File: config.mk
export PLATFORM = sky130hd
export DESIGN_NAME = mcm_cell
export DESIGN_NICKNAME = d
export VERILOG_FILES = /design/src/hw/rtl/matrix_4x4_compose_multiply_defines.svh /design/src/hw/rtl/mcm_pkg.sv /design/src/hw/rtl/mcm_cell.sv
export SDC_FILE = /design/constraint.sdc
export NUM_CORES = 2
export LEC_CHECK = 0
export BUFFER_PORTS_ARGS = -buffer_cell sky130_fd_sc_hd__buf_2
export CAP_MARGIN = 40
export CORE_MARGIN = 8
export CORE_UTILIZATION = 45
export DETAILED_ROUTE_END_ITERATION = 12
export PLACE_DENSITY_LB_ADDON = 0.12
export SYNTH_ARGS = -nofsm -noshare
export SYNTH_HDL_FRONTEND = slang
export SYNTH_SLANG_ARGS = --single-unit
File: constraint.sdc
create_clock -name i_clk -period 13.2 [get_ports i_clk]
set_input_delay 1.32 -clock i_clk [delete_from_list [all_inputs] [get_ports i_clk]]
set_output_delay 1.32 -clock i_clk [all_outputs]
set_load 0.05 [all_outputs]
File: src/hw/rtl/matrix_4x4_compose_multiply_defines.svh
// Assertion macros shared by the matrix compose-multiply RTL.
`ifndef MATRIX_4X4_COMPOSE_MULTIPLY_DEFINES_SVH
`define MATRIX_4X4_COMPOSE_MULTIPLY_DEFINES_SVH

`ifndef SYNTHESIS

// Same-cycle implication.
`define MCM_ASSERT_IMP(label, clk, rst_n, ante, cons) \
    label: assert property (@(posedge clk) disable iff (!rst_n) (ante) |-> (cons)) \
        else $error("mcm assertion failed");

// Next-cycle implication.
`define MCM_ASSERT_NXT(label, clk, rst_n, ante, cons) \
    label: assert property (@(posedge clk) disable iff (!rst_n) (ante) |=> (cons)) \
        else $error("mcm assertion failed");

`else

`define MCM_ASSERT_IMP(label, clk, rst_n, ante, cons)
`define MCM_ASSERT_NXT(label, clk, rst_n, ante, cons)

`endif

`endif

File: src/hw/rtl/mcm_pkg.sv
// Shared types and constants for the matrix compose-multiply block.
package mcm_pkg;

    // Element index field width on the ports
    localparam int IDX_W = 4;

    // Defaults for the top-level parameters
    localparam int DIM_DEF        = 4;
    localparam int DATA_WIDTH_DEF = 32;
    localparam int FRAC_BITS_DEF  = 16;

    // Token flowing down the cell chain
    typedef struct packed {
        logic             vld;
        logic             last;
        logic [IDX_W-1:0] idx;
    } t_tok;

    // Element write request broadcast to all cells
    typedef struct packed {
        logic             en;
        logic             mode;
        logic [IDX_W-1:0] idx;
    } t_wr;

    // Write targets
    localparam logic MODE_KEPT  = 1'b0;
    localparam logic MODE_RIGHT = 1'b1;

    // Sequencer states
    typedef enum logic [1:0] {
        S_IDLE,
        S_ISSUE,
        S_DRAIN
    } t_seq_state;

endpackage

File: src/hw/rtl/mcm_cell.sv
// One multiply-accumulate cell: holds one kept column and one right-operand row.
module mcm_cell #(
    parameter int DIM        = 4,
    parameter int DATA_WIDTH = 32,
    parameter int FRAC_BITS  = 16,
    parameter int CELL       = 0,
    parameter int RC_W       = 2,
    parameter int ACC_W      = 66
) (
    input  logic                         i_clk,
    input  logic                         i_rst_n,
    input  logic                         i_en,
    input  logic                         i_bank,
    input  mcm_pkg::t_wr                 i_wr,
    input  logic [DATA_WIDTH-1:0]        i_wr_value,
    input  logic                         i_res_we,
    input  logic [RC_W-1:0]              i_res_slot,
    input  logic [DATA_WIDTH-1:0]        i_res_value,
    input  mcm_pkg::t_tok                i_tok,
    input  logic [RC_W-1:0]              i_r,
    input  logic [RC_W-1:0]              i_c,
    input  logic signed [ACC_W-1:0]      i_acc,
    output mcm_pkg::t_tok                o_tok,
    output logic [RC_W-1:0]              o_r,
    output logic [RC_W-1:0]              o_c,
    output logic signed [ACC_W-1:0]      o_acc
);
    import mcm_pkg::*;

    // Reset value of the diagonal: 1.0, clipped to the largest value
    localparam logic [DATA_WIDTH-1:0] L_ONE = (FRAC_BITS > DATA_WIDTH - 2) ?
        {1'b0, {(DATA_WIDTH-1){1'b1}}} : (DATA_WIDTH'(1) << FRAC_BITS);

    // Kept column CELL, two banks (live and product), and right row CELL
    logic [DATA_WIDTH-1:0] r_k  [2][DIM];
    logic [DATA_WIDTH-1:0] r_rv [DIM];

    logic                  k_hit, r_hit;
    logic [RC_W-1:0]       k_slot, r_slot;
    logic [DATA_WIDTH-1:0] k_rd, r_rd;

    t_tok                    r_tok1, r_tok2;
    logic [RC_W-1:0]         r_r1, r_c1, r_r2, r_c2;
    logic signed [ACC_W-1:0] r_acc1, r_acc2;
    logic signed [2*DATA_WIDTH-1:0] r_prod;

    // Decode which slot of this cell an incoming element lands in
    always_comb begin
        k_hit  = 1'b0;
        r_hit  = 1'b0;
        k_slot = '0;
        r_slot = '0;
        for (int j = 0; j < DIM; j++) begin
            if (int'(i_wr.idx) == CELL * DIM + j) begin
                k_hit  = 1'b1;
                k_slot = RC_W'(j);
            end
            if (int'(i_wr.idx) == j * DIM + CELL) begin
                r_hit  = 1'b1;
                r_slot = RC_W'(j);
            end
        end
    end

    // Kept column storage: identity on reset, element writes, product writeback
    always_ff @(posedge i_clk) begin
        if (!i_rst_n) begin
            for (int b = 0; b < 2; b++) begin
                for (int j = 0; j < DIM; j++) begin
                    r_k[b][j] <= (j == CELL) ? L_ONE : '0;
                end
            end
        end else begin
            if (i_wr.en && i_wr.mode == MODE_KEPT && k_hit) begin
                r_k[i_bank][k_slot] <= i_wr_value;
            end
            if (i_res_we) begin
                r_k[~i_bank][i_res_slot] <= i_res_value;
            end
        end
    end

    // Right operand row storage
    always_ff @(posedge i_clk) begin
        if (i_wr.en && i_wr.mode == MODE_RIGHT && r_hit) begin
            r_rv[r_slot] <= i_wr_value;
        end
    end

    // Operand selection for the token in hand
    assign k_rd = r_k[i_bank][i_r];
    assign r_rd = r_rv[i_c];

    // Stage 1: multiply; stage 2: accumulate
    always_ff @(posedge i_clk) begin
        if (!i_rst_n) begin
            r_tok1 <= '0;
            r_tok2 <= '0;
        end else if (i_en) begin
            r_tok1 <= i_tok;
            r_tok2 <= r_tok1;
        end
    end

    always_ff @(posedge i_clk) begin
        if (i_en) begin
            r_r1   <= i_r;
            r_c1   <= i_c;
            r_acc1 <= i_acc;
            r_prod <= (2*DATA_WIDTH)'(signed'(k_rd)) * (2*DATA_WIDTH)'(signed'(r_rd));
            r_r2   <= r_r1;
            r_c2   <= r_c1;
            r_acc2 <= r_acc1 + ACC_W'(r_prod);
        end
    end

    assign o_tok = r_tok2;
    assign o_r   = r_r2;
    assign o_c   = r_c2;
    assign o_acc = r_acc2;

endmodule

==> After elaboration in Yosys (flattened, before gate mapping) <==
Memory sizes are Yosys's and may differ from the RTL's.
Cells that the tools add are included.
{ "totals": {"n_memories": 2, "ram_bits": 384, "in_bits": 153, "register_bits": 216, "out_inout_bits": 76} }
{ "classes": {"n_bitwise": 5, "add_sub_neg": 1, "n_lt_le_gt_ge": 5, "mux": 35, "n_reduce_logical": 9, "n_eq_ne": 6, "mul": 1} }
{ "mem_list": {"columns": ["name", "depth", "width", "rd", "rd_ports_with_merged_regs", "wr", "line_no", "rtl"], "rows": [
  ["r_k", 2, 128, 1, 0, 2, "mcm_cell.sv:35", "logic [DATA_WIDTH-1:0] r_k [2][DIM];"],
  ["r_rv", 4, 32, 1, 0, 1, "mcm_cell.sv:36", "logic [DATA_WIDTH-1:0] r_rv [DIM];"]
]} }
{ "op_table": {"columns": ["operator", "count"], "rows": [
  ["$mux 128", 6],
  ["$reduce_or 128->1", 2],
  ["$demux 32 s2", 2],
  ["$mux 32", 4],
  ["$add 66x64->66", 1],
  ["$bmux 32 s2", 1],
  ["$mul 32x32->64", 1],
  ["$mux 1", 18],
  ["$eq 4x3->1 const B", 3],
  ["$ge 3x3->1 const B", 3],
  ["$not 2->3", 3],
  ["$eq 4x4->1 const B", 2],
  ["$mux 2", 4],
  ["$logic_and 1x1->1", 6],
  ["$lt 3x1->1 const B", 2],
  ["$eq 4x2->1 const B", 1],
  ["$logic_not 4->1", 1],
  ["$not 1->1", 2]
]} }

==> Longest topological paths before layout <==
{ "depth": {"word_depth": 12, "ltp_mapped": 35, "depth_no_buf": 30} }

==> Worst setup path after synthesis <==
Ideal clock, no wire load.
{ "synth_timing": {"path_type": "input-to-reg", "from": "in i_c[0]", "to": "reg r_prod[62] (data pin)", "path_stages": 26, "setup_slack_ns": 3.061, "arrival_time_ns": 9.932, "required_ns": 12.993, "n_path_buf": 3, "path_cell_list": "clkbuf_1 clkbuf_1 mux4_2 clkbuf_1 nand2_1 inv_1 fa_1 fa_1 fa_1 fa_1 inv_1 fa_1 inv_1 fa_1 fa_1 fa_1 ha_1 and2_1 and3_1 nand2_1 or3_1 a211o_1 a21o_1 a21oi_1 mux2i_1 a2111oi_0"} }
{ "synth_via": {"elab_chain_len": 2} }
{ "synth_rtl": {"columns": ["item", "line_no", "rtl"], "rows": [
  ["start, declared", "mcm_cell.sv:21", "input logic [RC_W-1:0] i_c,"],
  ["$mem_v2 4x32", null, null],
  ["$mul 32x32->64", "mcm_cell.sv:110", "r_prod <= (2*DATA_WIDTH)'(signed'(k_rd)) * (2*DATA_WIDTH)'(signed'(r_rd));"],
  ["end signal, assigned", "mcm_cell.sv:110", null],
  ["end, declared", "mcm_cell.sv:45", "logic signed [2*DATA_WIDTH-1:0] r_prod;"]
]} }
No other way between the ends.
A chain may end at the register's enable or synchronous reset.

==> Worst setup path after layout <==
{ "layout_timing": {"from": "in i_bank", "to": "reg r_prod[62] (data pin)"} }
{ "layout_via": {"elab_chain_len": 5} }
{ "layout_rtl": {"columns": ["item", "line_no", "rtl"], "rows": [
  ["start, declared", "mcm_cell.sv:13", "input logic i_bank,"],
  ["$mem_v2 2x128", null, null],
  ["$bmux 32 s2", "mcm_cell.sv:91", "assign k_rd = r_k[i_bank][i_r];"],
  ["$mux 32 (not written as such) (2 in a row)", "mcm_cell.sv:91", null],
  ["$mul 32x32->64", "mcm_cell.sv:110", null]
]} }
No other way between the ends. The select of a mux whose other input is x is not followed.

==> flow_summary_export.csv <==
group,metric,value,unit
cts,cts_inserted_buffers,73,
worst_setup_path,crit_required,13630,ps
sta,hold_viol_final,0,
synth,synth_ff_type,"edfxtp_1",
worst_hold_path,min_from,"r_r1[0]",
global_route,antenna_found_initial,16,
finish,nFillCells,12600,
finish,layout-drive-gt1-share,11.17,%
sta,fin_crit_sh,83.04,%
placement,place_area,0.06675,mm^2
cts,cts_resized,0,
global_route,grt_util_all_layers,25.60,%
worst_setup_path,crit_top_cell,"fa_1",
cts,cts_root_buffer,"clkbuf_16",
cts,hold_buffers,0,
die,die_area,0.1518,mm^2
worst_setup_path,setup.worst_path.class,"input port to register",
die,start_util,45.19,%
detailed_routing,finalWirelength,193500,um
synth,seq_area_frac_synth,28.49,%
placement,post-dp-hpwl,145600,um
finish,fin_area,0.06921,mm^2
detailed_routing,route.detailed.drc,0,
detailed_routing,dr.pass1.iters,5,
cts,clk_path_buf_depth,3,
synth,synth.top_cell.area_share,34.51,%
worst_setup_path,r2r-end,"r_prod[62]",
synth,syn_area,0.06282,mm^2
synth,ys_warn_count,0,
detailed_routing,drt-initial-drc-count,3206,
sta,maxSlewViolCount,0,
synth,synthTopCellsByArea,"fa_1 (35%), edfxtp_1 (28%), inv_1 (5.7%)",
synth,synth-seq-cells,600,
finish,area_growth_syn_to_layout,10.17,%
worst_setup_path,cp_top_family,"adder cells",
worst_setup_path,r2r_cells,24,
worst_setup_path,crit_path_max_fanout,37,
die,rows,137,
detailed_routing,ant_nets,0,
cts,htreeDepth,3,
die,io_pins,229,
synth,async_flop_share,0,%
synth,synth_commonest_cells,"fa_1 (1083), inv_1 (953), nand2_1 (722)",
sta,period_minus_slack,10960,ps
worst_setup_path,worst-path-buf-inv,4,
worst_hold_path,hold_depth,0,
worst_setup_path,slowest_delay,980,ps
synth,synth_cell_types,79,
sta,max_freq,91.23,MHz
worst_hold_path,worst_hold_path.endpoint,"o_r[0]",
synth,syn_inst,5786,
die,die_height,389.6,um
synth,synth-edff-count,588,
detailed_routing,drt-vias-per-instance,5.492,
die,fp.dieW,389.6,um
sta,setup_viol,0,
synth,syn_area_per_cell,10.86,um^2
synth,synth_nets,7271,
placement,portBuffers,228,
worst_setup_path,ff2ff_setup_slack,3220,ps
die,core,0.1390,mm^2
worst_setup_path,crit_arrival,11390,ps
global_route,grt.overflow.total,0,
synth,synth_most_common_cell,"fa_1",
sta,finalSetupTns,0,ps
finish,utilization,49.78,%
sta,worstMarginPinSlew,962.8,ps
cts,cts_tree,"yes",
detailed_routing,via_count,43020,
detailed_routing,wl_per_cell,24.71,um
worst_setup_path,endpoint_kind,"register",
placement,place.gp.congestion,0.9170,
global_route,grt_max_degree,136,
status,status,"finished clean",
finish,fin_nets,7380,
cts,clk_pin_slew_worst_paths,60,ps
worst_hold_path,min_path_type,"register to register",
worst_setup_path,reg2reg_from,"r_k[0][31]",
placement,placed_cells,7695,
sta,relSlewSlack,35.81,%
worst_setup_path,slowest_stage,"fa_1",
sta,rsz0062_at_grt,"false",
finish,layoutNonFillerInstCount,7834,
worst_setup_path,crit_path_start_kind,"input port",
sta,fin_skew,74.15,ps
cts,clock_latency,720,ps
cts,postCtsSetupBuffers,0,
global_route,grt_pass1_vias,46140,
cts,clock_sinks,600,
synth,yosys.area.top_type,"fa_1",
global_route,grt_pass1_wl,293400,um
run,cap_violations,0,
## per-layer routing
metal,track usage [%],wire length (um),vias up
li1,-,-,18840
met1,35.25,82890,22150
met2,40.75,88470,1722
met3,5.321,15620,302
met4,8.338,6481,12
met5,0,83,-
## layout make-up
| class | instances | area [um^2] | area share [%] |
|---|---|---|---|
| inverters | 954 | 3581 | 5.174 |
| flip-flops and latches | 600 | 17900 | 25.86 |
| well taps | 1876 | 2347 | 3.392 |
| clock inverters | 53 | 586.8 | 0.8479 |
| diodes | 4 | 10.01 | 0.01446 |
| multi-input cells | 3915 | 40470 | 58.48 |
| repair buffers | 351 | 2456 | 3.549 |
| clock buffers | 81 | 1857 | 2.683 |
## per-stage QoR
stage / worst slack [ps] / hold slack, ps
5_1_grt: 1695 / 422.0
4_1_cts: 2264 / 420.4
3_5_place_dp: 1560 / 406.1
2_1_floorplan: 3061 / 400.3
3_3_place_gp: 1652 / 402.7
6_report: 2239 / 419.3
## cell families after synthesis
family	after synthesis	share of synthesized area, %
AO/OA/AOI/OAI	714	7.803
XOR/XNOR	129	1.798
adder cells (fa/ha/maj)	1332	39.47
buffers and inverters	1271	7.602
flip-flops	600	28.49
multiplexers	196	4.702
AND/OR/NAND/NOR	1544	10.13
## worst register-to-register path, stage by stage (launching register included)
cell	delay [ps]
edfxtp_1	390
mux4_2	490
mux2_2	590
nand2_1	260
inv_1	110
fa_1	620
fa_1	460
fa_1	790
fa_1	990
inv_1	400
fa_1	580
inv_1	50
fa_1	550
fa_1	430
fa_1	550
ha_1	420
and2_1	170
and3_1	230
nand2_1	60
or3_1	300
a211o_1	350
a21o_1	250
a21oi_1	190
mux2i_1	100
a2111oi_0	390
## flip-flops by register name, summed over array words and instances, names as in the netlist, 6 cells and up
name,count
r_prod,64
r_k,256
o_tok,6
o_acc,66
r_tok1,6
r_rv,128
r_acc1,66
## worst max path at each step
stage | start | end | slack [ps] | cells after the start
global route | i_bank | r_prod[62] | 1700 | 25
global placement | i_bank | r_prod[62] | 1650 | 25
finish | i_bank | r_prod[62] | 2240 | 25
CTS | i_bank | r_prod[62] | 2260 | 25
floorplan | i_c[0] | r_prod[62] | 3060 | 26
detailed placement | i_bank | r_prod[62] | 1560 | 25
## layout by cell type, fill, tap and decap left out, types with 17 or more instances in the layout
cell type / count
nand2_1: 722
a211oi_1: 17
nand4_1: 28
nand3_1: 25
o21bai_1: 21
nor3_1: 20
buf_2: 227
o21ai_0: 164
mux4_2: 74
o21ai_2: 17
a21o_1: 67
a22o_1: 158
xnor2_1: 87
nand2b_1: 33
fa_1: 1083
a21oi_1: 137
nor2b_1: 35
clkbuf_16: 73
buf_4: 95
ha_1: 249
clkinv_1: 18
inv_1: 953
xor2_1: 42
nor2_1: 580
mux2_2: 53
and2_1: 41
mux2i_1: 54
o21a_1: 34
edfxtp_1: 588
Power is not shown: default switching activity piles up to over one toggle a cycle in this logic, so the estimate is an artifact.
