`config.mk`:
```
export PLATFORM = sky130hd
export DESIGN_NAME = mcm_seq
export DESIGN_NICKNAME = d
export VERILOG_FILES = /design/src/hw/rtl/matrix_4x4_compose_multiply_defines.svh /design/src/hw/rtl/mcm_pkg.sv /design/src/hw/rtl/mcm_seq.sv
export SDC_FILE = /design/constraint.sdc
export NUM_CORES = 1
export LEC_CHECK = 0
export BUFFER_PORTS_ARGS = -buffer_cell sky130_fd_sc_hd__buf_4
export CAP_MARGIN = 5
export CORE_UTILIZATION = 35
export CTS_CLUSTER_DIAMETER = 40
export DETAILED_ROUTE_END_ITERATION = 12
export GPL_ROUTABILITY_DRIVEN = 0
export PLACE_DENSITY = 0.54
export SLEW_MARGIN = 30
export SYNTH_ARGS = -nofsm -noshare
export SYNTH_HDL_FRONTEND = slang
export SYNTH_SLANG_ARGS = --single-unit
```
`constraint.sdc`:
```
create_clock -name i_clk -period 3.38 [get_ports i_clk]
set_input_delay 0.845 -clock i_clk [delete_from_list [all_inputs] [get_ports i_clk]]
set_output_delay 0.845 -clock i_clk [all_outputs]
set_load 0.05 [all_outputs]
```
`src/hw/rtl/matrix_4x4_compose_multiply_defines.svh`:
```
// Assertion macros shared by the matrix compose-multiply RTL.
`ifndef MATRIX_4X4_COMPOSE_MULTIPLY_DEFINES_SVH
`define MATRIX_4X4_COMPOSE_MULTIPLY_DEFINES_SVH

`ifndef SYNTHESIS

// Same-cycle implication.
`define MCM_ASSERT_IMP(label, clk, rst_n, ante, cons) \
    label: assert property (@(posedge clk) disable iff (!rst_n) (ante) |-> (cons)) \
        else $error("mcm assertion failed");

// Next-cycle implication.
`define MCM_ASSERT_NXT(label, clk, rst_n, ante, cons) \
    label: assert property (@(posedge clk) disable iff (!rst_n) (ante) |=> (cons)) \
        else $error("mcm assertion failed");

`else

`define MCM_ASSERT_IMP(label, clk, rst_n, ante, cons)
`define MCM_ASSERT_NXT(label, clk, rst_n, ante, cons)

`endif

`endif

```
`src/hw/rtl/mcm_pkg.sv`:
```
// Shared types and constants for the matrix compose-multiply block.
package mcm_pkg;

    // Element index field width on the ports
    localparam int IDX_W = 4;

    // Defaults for the top-level parameters
    localparam int DIM_DEF        = 4;
    localparam int DATA_WIDTH_DEF = 32;
    localparam int FRAC_BITS_DEF  = 16;

    // Token flowing down the cell chain
    typedef struct packed {
        logic             vld;
        logic             last;
        logic [IDX_W-1:0] idx;
    } t_tok;

    // Element write request broadcast to all cells
    typedef struct packed {
        logic             en;
        logic             mode;
        logic [IDX_W-1:0] idx;
    } t_wr;

    // Write targets
    localparam logic MODE_KEPT  = 1'b0;
    localparam logic MODE_RIGHT = 1'b1;

    // Sequencer states
    typedef enum logic [1:0] {
        S_IDLE,
        S_ISSUE,
        S_DRAIN
    } t_seq_state;

endpackage

```
`src/hw/rtl/mcm_seq.sv`:
```
// Sequencer that walks the product elements in column-major order.
module mcm_seq #(
    parameter int DIM  = 4,
    parameter int RC_W = 2
) (
    input  logic                i_clk,
    input  logic                i_rst_n,
    input  logic                i_start,
    input  logic                i_en,
    input  logic                i_done,
    output logic                o_busy,
    output mcm_pkg::t_tok       o_tok,
    output logic [RC_W-1:0]     o_r,
    output logic [RC_W-1:0]     o_c
);
    import mcm_pkg::*;

    t_seq_state       r_state, n_state;
    logic [RC_W-1:0]  r_r, n_r, r_c, n_c;
    logic [IDX_W-1:0] r_idx, n_idx;
    logic             at_r_end, at_c_end;

    // State and counters
    always_ff @(posedge i_clk) begin
        if (!i_rst_n) begin
            r_state <= S_IDLE;
            r_r     <= '0;
            r_c     <= '0;
            r_idx   <= '0;
        end else begin
            r_state <= n_state;
            r_r     <= n_r;
            r_c     <= n_c;
            r_idx   <= n_idx;
        end
    end

    assign at_r_end = (r_r == RC_W'(DIM - 1));
    assign at_c_end = (r_c == RC_W'(DIM - 1));

    // Next state and token issue
    always_comb begin
        n_state = r_state;
        n_r     = r_r;
        n_c     = r_c;
        n_idx   = r_idx;
        case (r_state)
            S_IDLE: begin
                if (i_start) begin
                    n_state = S_ISSUE;
                    n_r     = '0;
                    n_c     = '0;
                    n_idx   = '0;
                end
            end
            S_ISSUE: begin
                if (i_en) begin
                    n_idx = r_idx + IDX_W'(1);
                    if (at_r_end) begin
                        n_r = '0;
                        if (at_c_end) begin
                            n_state = S_DRAIN;
                        end else begin
                            n_c = r_c + RC_W'(1);
                        end
                    end else begin
                        n_r = r_r + RC_W'(1);
                    end
                end
            end
            S_DRAIN: begin
                if (i_done) begin
                    n_state = S_IDLE;
                end
            end
            default: n_state = S_IDLE;
        endcase
    end

    assign o_busy    = (r_state != S_IDLE);
    assign o_tok.vld = (r_state == S_ISSUE);
    assign o_tok.last = at_r_end && at_c_end;
    assign o_tok.idx = r_idx;
    assign o_r       = r_r;
    assign o_c       = r_c;

endmodule

```
**Word level (Yosys, flattened, before mapping)**

Cells that the tools add are included.

- $lt $le $gt $ge: 0
- Muxes and demuxes: 17
- $add $sub $neg: 3
- Divide/modulo/power cells: 0
- Bitwise operators: 0
- Reduce and logical (&&, ||, !) cells: 7
- Shift-type cells: 0
- $mul: 0
- Equality and inequality tests: 10

Operators with widths:

| operator | number |
|---|---|
| $mux W2 | 11 |
| $reduce_and A5 Y1 | 2 |
| $mux W4 | 2 |
| $ne A2 B2 Y1 const B | 4 |
| $pmux W2 S2 | 2 |
| $pmux W4 S2 | 1 |
| $eq A2 B2 Y1 const B | 3 |
| $pmux W2 S3 | 1 |
| $add A2 B1 Y2 const B | 2 |
| $add A4 B1 Y4 const B | 1 |
| $ne A2 B1 Y1 const B | 2 |
| $reduce_bool A2 Y1 | 2 |
| $reduce_and A3 Y1 | 1 |
| $eq A2 B1 Y1 const B | 1 |
| $logic_not A2 Y1 | 1 |
| $logic_and A1 B1 Y1 | 1 |

- Memories kept: 0
- Memory bits (read-only): 0
- Word-level logic and storage cells: 41
- Latch bits: 0
- Bits in registers: 10
- Bits in writable memories: 0
- Output and inout port bits: 11

**Longest topological paths before layout**

Gate-level depths: netlist of the first run.

- Depth after elaboration: 5
- Gate-level depth with buffers: 4

**Least setup slack after synthesis of the first run**

OpenSTA, ideal clock, no wires.

- Path kind: register to output
- From: register r_r[0] (netlist: o_r[0])
- To: output o_tok[4] (netlist bit)
- Path buffers: 0
- Cell stages (with the launch flop): 3
- Arrival time: 1361 ps
- Setup slack: 1174 ps
- Path through: dfxtp_1 -> ha_1 -> and2_1

RTL lines:

| item | line | source |
|---|---|---|
| start, declared | mcm_seq.sv:19 | `logic [RC_W-1:0] r_r, n_r, r_c, n_c;` |
| start signal, assigned | mcm_seq.sv:32 | `r_r <= n_r;` |
| end, declared | mcm_seq.sv:12 | `output mcm_pkg::t_tok o_tok,` |

==> flow_summary.yaml, run 1 <==
outcome:
  outcome: "finished, final reports clean"
clock_network:
  cts_buffers: 3
  cts-root-buf: "clkbuf_4"
  path_clk_slew_ps: 60
  cts.sinks: 10
  htree_num_levels: 1
  cts_tree: "done"
  cts_setup_buffers: 0
  clockBufferDepth: 2
  clk_latency_ps: 260
  holdBufCountCts: 0
  cts_resized: 0
yosys:
  synth_top_area_share_pct: 36.8
  syn-num-nets: 69
  yosysSeqAreaShare_pct: 36.8
  netlist_area_um2: 544
  synth_seq_cells: 10
  synth_area_per_cell_um2: 8.92
  synth_area_leader_cell: "dfxtp_1"
  ys_warn_count: 0
  synthTopCellsByArea: "dfxtp_1, a21boi_1, ha_1"
  yosysUniqueCellTypes: 27
  syn_inst: 61
global_route:
  grt_pass1_vias: 434
  grtUsageTotal_pct: 14.9
  grt_first_pass_wirelength_um: 1920
  antenna_found_initial: 0
  gr-total-overflow: 0
  grt_max_degree: 16
timing:
  tightest_slew_ps: 448
  setup_viol: 0
  fin_crit_sh_pct: 69.3
  fin_worst_skew_ps: 4.98
  relSlewSlack_pct: 70.1
  post-route-min-period_ps: 2340
  worst_slack_ps: 1040
  timing.fmax_mhz: 427
  tns_ps: 0
  finalHoldViolations: 0
  hold-worst-slack_ps: 479
  slew_violations: 0
  rsz0062_at_grt: "no"
floorplanning:
  core-area_um2: 1370
  rows: 13
  initial_core_util_pct: 39.8
  boundaryPins: 16
  fp.dieH_um: 41.4
  die_w_um: 41.4
  die-area_um2: 1720
finish:
  finalNonFillerCells: 89
  syn2layout_area_growth_pct: 23.9
  nNetsFinal: 84
  post-route-util_pct: 49.4
  layout-drive-gt1-share_pct: 27.0
  fin_area_um2: 674
  n_antenna_cell: 0
pwr:
  finalPower_uw: 247
  power_density_nw_per_um2: 366
  peakVddDrop_mv: 0.242
  power.leakage_nw: 0.288
setup_path:
  start_kind: "flop"
  cp_max_fo: 13
  crit_buf_inv: 1
  arrival_ps: 1500
  cp_cell_sequence: "nor2b_1 > buf_4"
  cp.required_ps: 2530
  cp-end-kind: "primary output"
  critPathSlowestCell: "dfxtp_1"
  crit_family: "flip-flops"
  worst_path_largest_cell_delay_ps: 560
  critPathKind: "reg2out"
detailed_routing:
  drt_iter0_markers: 4
  drc: 0
  via_per_inst: 5.29
  vias: 471
  firstDrtPassIters: 4
  detail_route.wl_per_cell_um: 12.2
  drtAntennaViolNets: 0
  drt-total-wl_um: 1090
placed_design:
  numPortBuffers: 15
  dp_hpwl_um: 778
  dp_cells: 86
  placed_area_um2: 652
  dp_slack_ps: 1310
flow_run:
  drv_cap: 0
min_path:
  hold_path_class: "reg2reg"
==> sequential cells by signal, indices dropped and copies added (netlist names) <==
| register | flops |
|---|---|
| r_idx | 4 |
| o_c | 2 |
| o_r | 2 |
| r_state | 2 |
==> worst register-to-register path, cell delays in order, from the launching register on <==
cell      delay, ps
dfxtp_1         560
mux2i_2         200
or4_1           490
a21boi_1        130
==> Yosys cell counts (all sizes together) <==
library cell  count
nor2              3
nand3b            3
and2              1
o21a              1
buf               2
nand3             5
nor4bb            1
nor2b             2
clkbuf            3
mux2i             3
o21ai             4
nand2             3
nand4b            2
or2               1
or4               2
o31ai             1
dfxtp            10
nor3b             1
nand2b            1
ha                3
a21oi             1
a21boi            5
o211ai            1
nand4             2
==> path summary, 6_finish.rpt <==
check                           slack [ps]       end  depth (start not counted)        from
worst min register to register         480    o_c[1]                          2      o_c[1]
worst max register to register        1930  r_idx[2]                          3  r_state[0]
worst max-delay path                  1040  o_tok[5]                          2  r_state[0]
worst min-delay path                   480    o_c[1]                          2      o_c[1]
==> layer usage <==
layer | share of wire, % | GRT usage (%) | up-vias | routed length (um)
met3 | 3.8 | 7.83 | 2 | 41
met2 | 45 | 20.6 | 9 | 483
met1 | 50 | 18.8 | 210 | 547
met4 | 1.1 | 7.10 | 0 | 12
li1 | - | - | 250 | -
met5 | 0 | 0 | - | 0
==> placed cells by master, fill, tap and decap left out, drive strengths merged, types with 2 or more instances in the layout <==
master  Yosys  final
mux2i       3      3
clkbuf      3      3
buf         2     15
ha          3      3
o21ai       4      4
a21boi      5      5
nand4b      2      2
nor2b       2      2
nor2        3      3
nand2       3      3
nand4       2      2
nand3       5      5
dfxtp      10     10
nand3b      3      3
or4         2      2
==> layout make-up <==
class                      count  area, um^2
clock buffer                   3        22.5
fill                         139         692
multi-input combinational     46         320
sequential                    10         200
tap                           15        18.8
timing repair buffer          15         113
==> power breakdown <==
| group | total [mW] | switching [mW] | internal, mW |
|---|---|---|---|
| registers | 0.126 | 0.00489 | 0.121 |
| clock network | 0.0783 | 0.0374 | 0.0409 |
| logic | 0.0425 | 0.0264 | 0.0161 |
| total | 0.247 | 0.0687 | 0.178 |
==> logic make-up (layout without fill, tap and decap cells) <==
kind of cell | count (synthesis) | count (layout) | synth area share (%)
and+or+nand+nor | 27 | 27 | 30.1
adders and majority gates | 3 | 3 | 6.90
muxes | 3 | 3 | 6.21
AOI/OAI and AO/OA | 13 | 13 | 15.6
buffers and inverters | 5 | 18 | 4.37
DFF | 10 | 10 | 36.8
Power figures use the tool's default switching activity.
==> run 2, diff against run 1 <==
PLACE_DENSITY = 0.56   (was 0.54)
clock period = 2 ns   (was 3.38 ns; I/O delays follow)
==> flow_summary.yaml, run 2 (synthesized netlist as in run 1, its figures left out) <==
clock_network:
  cts-root-buf: "clkbuf_4"
  clockBufferDepth: 2
  cts_setup_buffers: 0
  path_clk_slew_ps: 60
  cts_buffers: 3
  cts_tree: "done"
  holdBufCountCts: 0
  clk_latency_ps: 260
  htree_num_levels: 1
  cts_resized: 0
  cts.sinks: 10
detailed_routing:
  drc: 0
  drt-total-wl_um: 1200
  firstDrtPassIters: 4
  detail_route.wl_per_cell_um: 13.2
  via_per_inst: 5.42
  drt_iter0_markers: 11
  drtAntennaViolNets: 0
  vias: 493
timing:
  setup_viol: 0
  post-route-min-period_ps: 1800
  fin_crit_sh_pct: 89.8
  timing.fmax_mhz: 557
  relSlewSlack_pct: 71.9
  tightest_slew_ps: 414
  rsz0062_at_grt: "no"
  slew_violations: 0
  fin_worst_skew_ps: 0.450
  finalHoldViolations: 0
  tns_ps: 0
  worst_slack_ps: 205
placed_design:
  dp_hpwl_um: 857
  dp_slack_ps: 502
  numPortBuffers: 15
  placed_area_um2: 667
  dp_cells: 88
setup_path:
  critPathSlowestCell: "dfxtp_1"
  cp_cell_sequence: "nor2b_1 > buf_4"
  crit_buf_inv: 1
  worst_path_largest_cell_delay_ps: 560
  critPathLaunch: "r_state[0]"
  arrival_ps: 1300
  cp.required_ps: 1500
  cp-end-kind: "primary output"
  start_kind: "flop"
  critPathKind: "reg2out"
  timing.rr.start: "r_state[0]"
  cp_max_fo: 13
  crit_family: "flip-flops"
floorplanning:
  die_w_um: 41.4
  fp.dieH_um: 41.4
  rows: 13
  initial_core_util_pct: 39.8
  die-area_um2: 1720
  core-area_um2: 1370
  boundaryPins: 16
finish:
  fillCellCount: 149
  layout_common_cells: "buf_4, dfxtp_1, a21boi_1, nand3_1"
  fin_area_um2: 689
  layout-drive-gt1-share_pct: 28.9
  finalNonFillerCells: 91
  nNetsFinal: 86
  multiInputGateArea_um2: 320
  largest_reg_flops: 4
  top_register: "r_idx"
  final_common_cell: "buf_4"
  syn2layout_area_growth_pct: 26.7
  n_antenna_cell: 0
  ff_latch_area_um2: 200
pwr:
  p_seq_share_pct: 50.6
  p_int_uw: 303
  power.leakage_nw: 0.299
  switchingPower_uw: 118
  peakVddDrop_mv: 0.358
  clkPwrFrac_pct: 31.6
  power_density_nw_per_um2: 610
  switching_share_pct: 28.1
  p_comb_share_pct: 17.8
global_route:
  grt_first_pass_wirelength_um: 1990
  grt_pass1_vias: 458
  antenna_found_initial: 0
  grtUsageTotal_pct: 14.9
  gr-total-overflow: 0
  grt_max_degree: 15
outcome:
  outcome: "finished, final reports clean"
flow_run:
  drv_cap: 0
min_path:
  hold_start: "o_c[1]"
  hold_path_class: "reg2reg"
run 2: changes by cell type in the layout (fill, tap and decap cells not counted):
cell / previous run / this run
buf_4: 15 / 17
run 2: power by group through the flow:
stage / Sequential (mW) / Combinational (mW) / Clock (mW)
floorplan: 0.227 / 0.0417 / 0
global placement: 0.217 / 0.0752 / 0
detailed placement: 0.218 / 0.0752 / 0
CTS: 0.213 / 0.0754 / 0.145
global route: 0.214 / 0.0802 / 0.152
finish: 0.213 / 0.0747 / 0.133
run 2: path summary, 6_finish.rpt:
| path | to | slack [ps] | cells after the start |
|---|---|---|---|
| hold / removal | o_c[1] | 480 | 2 |
| setup reg to reg | r_idx[2] | 560 | 3 |
| hold reg to reg | o_c[1] | 480 | 2 |
| setup / recovery | o_tok[5] | 200 | 2 |
run 2: final cells by class:
class | count | share of cell area [%]
multi-input cells | 46 | 46.5
flip-flops and latches | 10 | 29.0
clock buffers | 3 | 3.27
well taps | 15 | 2.72
repair buffers | 17 | 18.5
run 2: worst min-delay path, delay by kind of cell, from the launching register on:
family / cells / cell delay [ps]
flops: 1 / 330
mux: 1 / 50
simple gates: 1 / 60
run 2: per-layer routing:
| layer | wire length, um | vias to the layer above | global-route usage (%) |
|---|---|---|---|
| met5 | 0 | - | 0 |
| met4 | 10 | 0 | 5.81 |
| met2 | 538 | 13 | 22.5 |
| met3 | 60 | 2 | 6.96 |
| li1 | - | 253 | - |
| met1 | 593 | 225 | 18.2 |
run 2: per-stage QoR:
step	total power, mW	hold WS, ps	utilization [%]
5_1_grt	0.447	516	50.5
6_report	0.421	483	50.5
3_5_place_dp	0.293	477	48.8
2_1_floorplan	0.268	566	-
4_1_cts	0.433	489	50.5
3_3_place_gp	0.292	472	48.8
==> run 3, diff against run 2 <==
clock period = 1.4 ns   (was 2 ns; I/O delays follow)
==> flow_summary.yaml, run 3 (synthesized netlist as in run 1, its figures left out) <==
setup_path:
  critPathKind: "reg2out"
  timing.rr.start: "r_state[0]"
  cp-end-kind: "primary output"
  start_kind: "flop"
  arrival_ps: 1050
  cp_cell_sequence: "ha_4 > and2_4 > buf_8"
  crit_family: "flip-flops"
  cp.required_ps: 1050
  reg2reg_to: "r_idx[2]"
  critPathSlowestCell: "dfxtp_2"
  r2r_cells: 4
  crit_buf_inv: 1
  worst_path_largest_cell_delay_ps: 340
  worst-r2r-setup-slack_ps: 60
  cp_max_fo: 2
finish:
  largest_reg_flops: 4
  top_register: "r_idx"
  nNetsFinal: 95
  layout_common_cells: "buf_4, dfxtp_2, a21boi_1, nand3_1"
  layout-drive-gt1-share_pct: 52.9
  finalNonFillerCells: 100
  multiInputGateArea_um2: 370
  fillCellCount: 130
  syn2layout_area_growth_pct: 58.9
  n_antenna_cell: 0
  final_common_cell: "buf_4"
  ff_latch_area_um2: 219
clock_network:
  path_clk_slew_ps: 70
  cts_buffers: 3
  cts_tree: "done"
  holdBufCountCts: 0
  clk_latency_ps: 270
  cts-root-buf: "clkbuf_4"
  htree_num_levels: 1
  cts.sinks: 10
  clockBufferDepth: 2
timing:
  finalHoldViolations: 0
  tightest_slew_ps: 304
  rsz0062_at_grt: "yes"
  worst_slack_ps: -4.21
  fin_crit_sh_pct: 100
  hold-worst-slack_ps: 383
  post-route-min-period_ps: 1400
  timing.fmax_mhz: 712
  relSlewSlack_pct: 79.5
  tns_ps: -4.21
  setup_viol: 1
  fin_worst_skew_ps: 6.00
  slew_violations: 0
detailed_routing:
  firstDrtPassIters: 4
  vias: 559
  via_per_inst: 5.59
  drc: 0
  drt_iter0_markers: 13
  drtAntennaViolNets: 0
  detail_route.wl_per_cell_um: 14.3
  drt-total-wl_um: 1430
pwr:
  peakVddDrop_mv: 0.478
  power_density_nw_per_um2: 744
  power.leakage_nw: 0.364
floorplanning:
  initial_core_util_pct: 39.8
  die-area_um2: 1720
  core-area_um2: 1370
  rows: 13
  fp.dieH_um: 41.4
  die_w_um: 41.4
  boundaryPins: 16
global_route:
  gr-total-overflow: 0
  grt_pass1_vias: 516
  grt_first_pass_wirelength_um: 2250
  grt_max_degree: 15
  antenna_found_initial: 0
  grtUsageTotal_pct: 17.5
placed_design:
  numPortBuffers: 15
  dp_cells: 89
  dp_hpwl_um: 884
min_path:
  hold_start: "i_done"
  hold_path_class: "in2reg"
  hold_depth: 3
  min_to: "r_state[1]"
outcome:
  outcome: "complete, but fails checks"
  violations: "setup timing"
flow_run:
  drv_cap: 0
-- run 3: cell types whose count changed in the layout (fill, tap and decap cells not counted), sizes merged --
cell	before	now
buf	17	26
-- run 3: repair_timing --
| item | 4_1_cts | 5_1_grt |
|---|---|---|
| pin swaps | 2 | 3 |
| endpoints found under the hold margin | 0 | 0 |
| setup endpoints to repair | 3 | 7 |
| buffers inserted | 8 | 0 |
| resized for setup | 20 | 2 |
-- run 3: cell type report --
| type | count | area share (%) |
|---|---|---|
| flip-flops and latches | 10 | 25.3 |
| well taps | 15 | 2.17 |
| clock buffers | 3 | 2.60 |
| repair buffers | 26 | 27.1 |
| multi-input cells | 46 | 42.8 |
-- run 3: how the worst max path moves through the flow --
| stage | end | slack [ps] | start | depth (start not counted) |
|---|---|---|---|---|
| after floorplan | o_tok[4] | 10 | o_r[0] | 2 |
| after global placement | o_c[1] | 120 | o_c[0] | 4 |
| after detailed placement | r_idx[2] | 60 | r_state[0] | 3 |
| after CTS | r_idx[2] | -9 | r_state[0] | 4 |
| after global routing | o_tok[4] | -40 | o_c[1] | 3 |
| final | o_tok[4] | -4 | o_c[0] | 3 |
-- run 3: tightest hold or removal path, stage by stage --
cell and delay [ps]:
buf_4 80, nor3b_1 30, o21a_1 150
-- run 3: power by group --
part,switching (mW),internal (mW)
Clock,0.0979,0.0993
Sequential,0.00985,0.290
Combinational,0.0790,0.0679
-- run 3: per-stage QoR --
stage                     worst slack [ps]  power (mW)  utilization [%]  instance area [um^2]
after floorplan                       12.2       0.385                -                   554
after global placement                 117       0.421             50.1                   684
after detailed placement              57.6       0.423             50.1                   684
after CTS                            -8.86       0.647             62.7                   857
after global routing                 -42.4       0.676             63.3                   865
final                                -4.21       0.644             63.3                   865
-- run 3: metal layers --
| metal | track usage [%] | share of wire, % | vias up | routed length [um] |
|---|---|---|---|---|
| met3 | 7.83 | 5.5 | 2 | 78 |
| met5 | 0 | 0 | - | 0 |
| met2 | 29.4 | 51 | 15 | 730 |
| met1 | 19.6 | 43 | 269 | 607 |
| li1 | - | - | 273 | - |
| met4 | 5.81 | 0.56 | 0 | 8 |
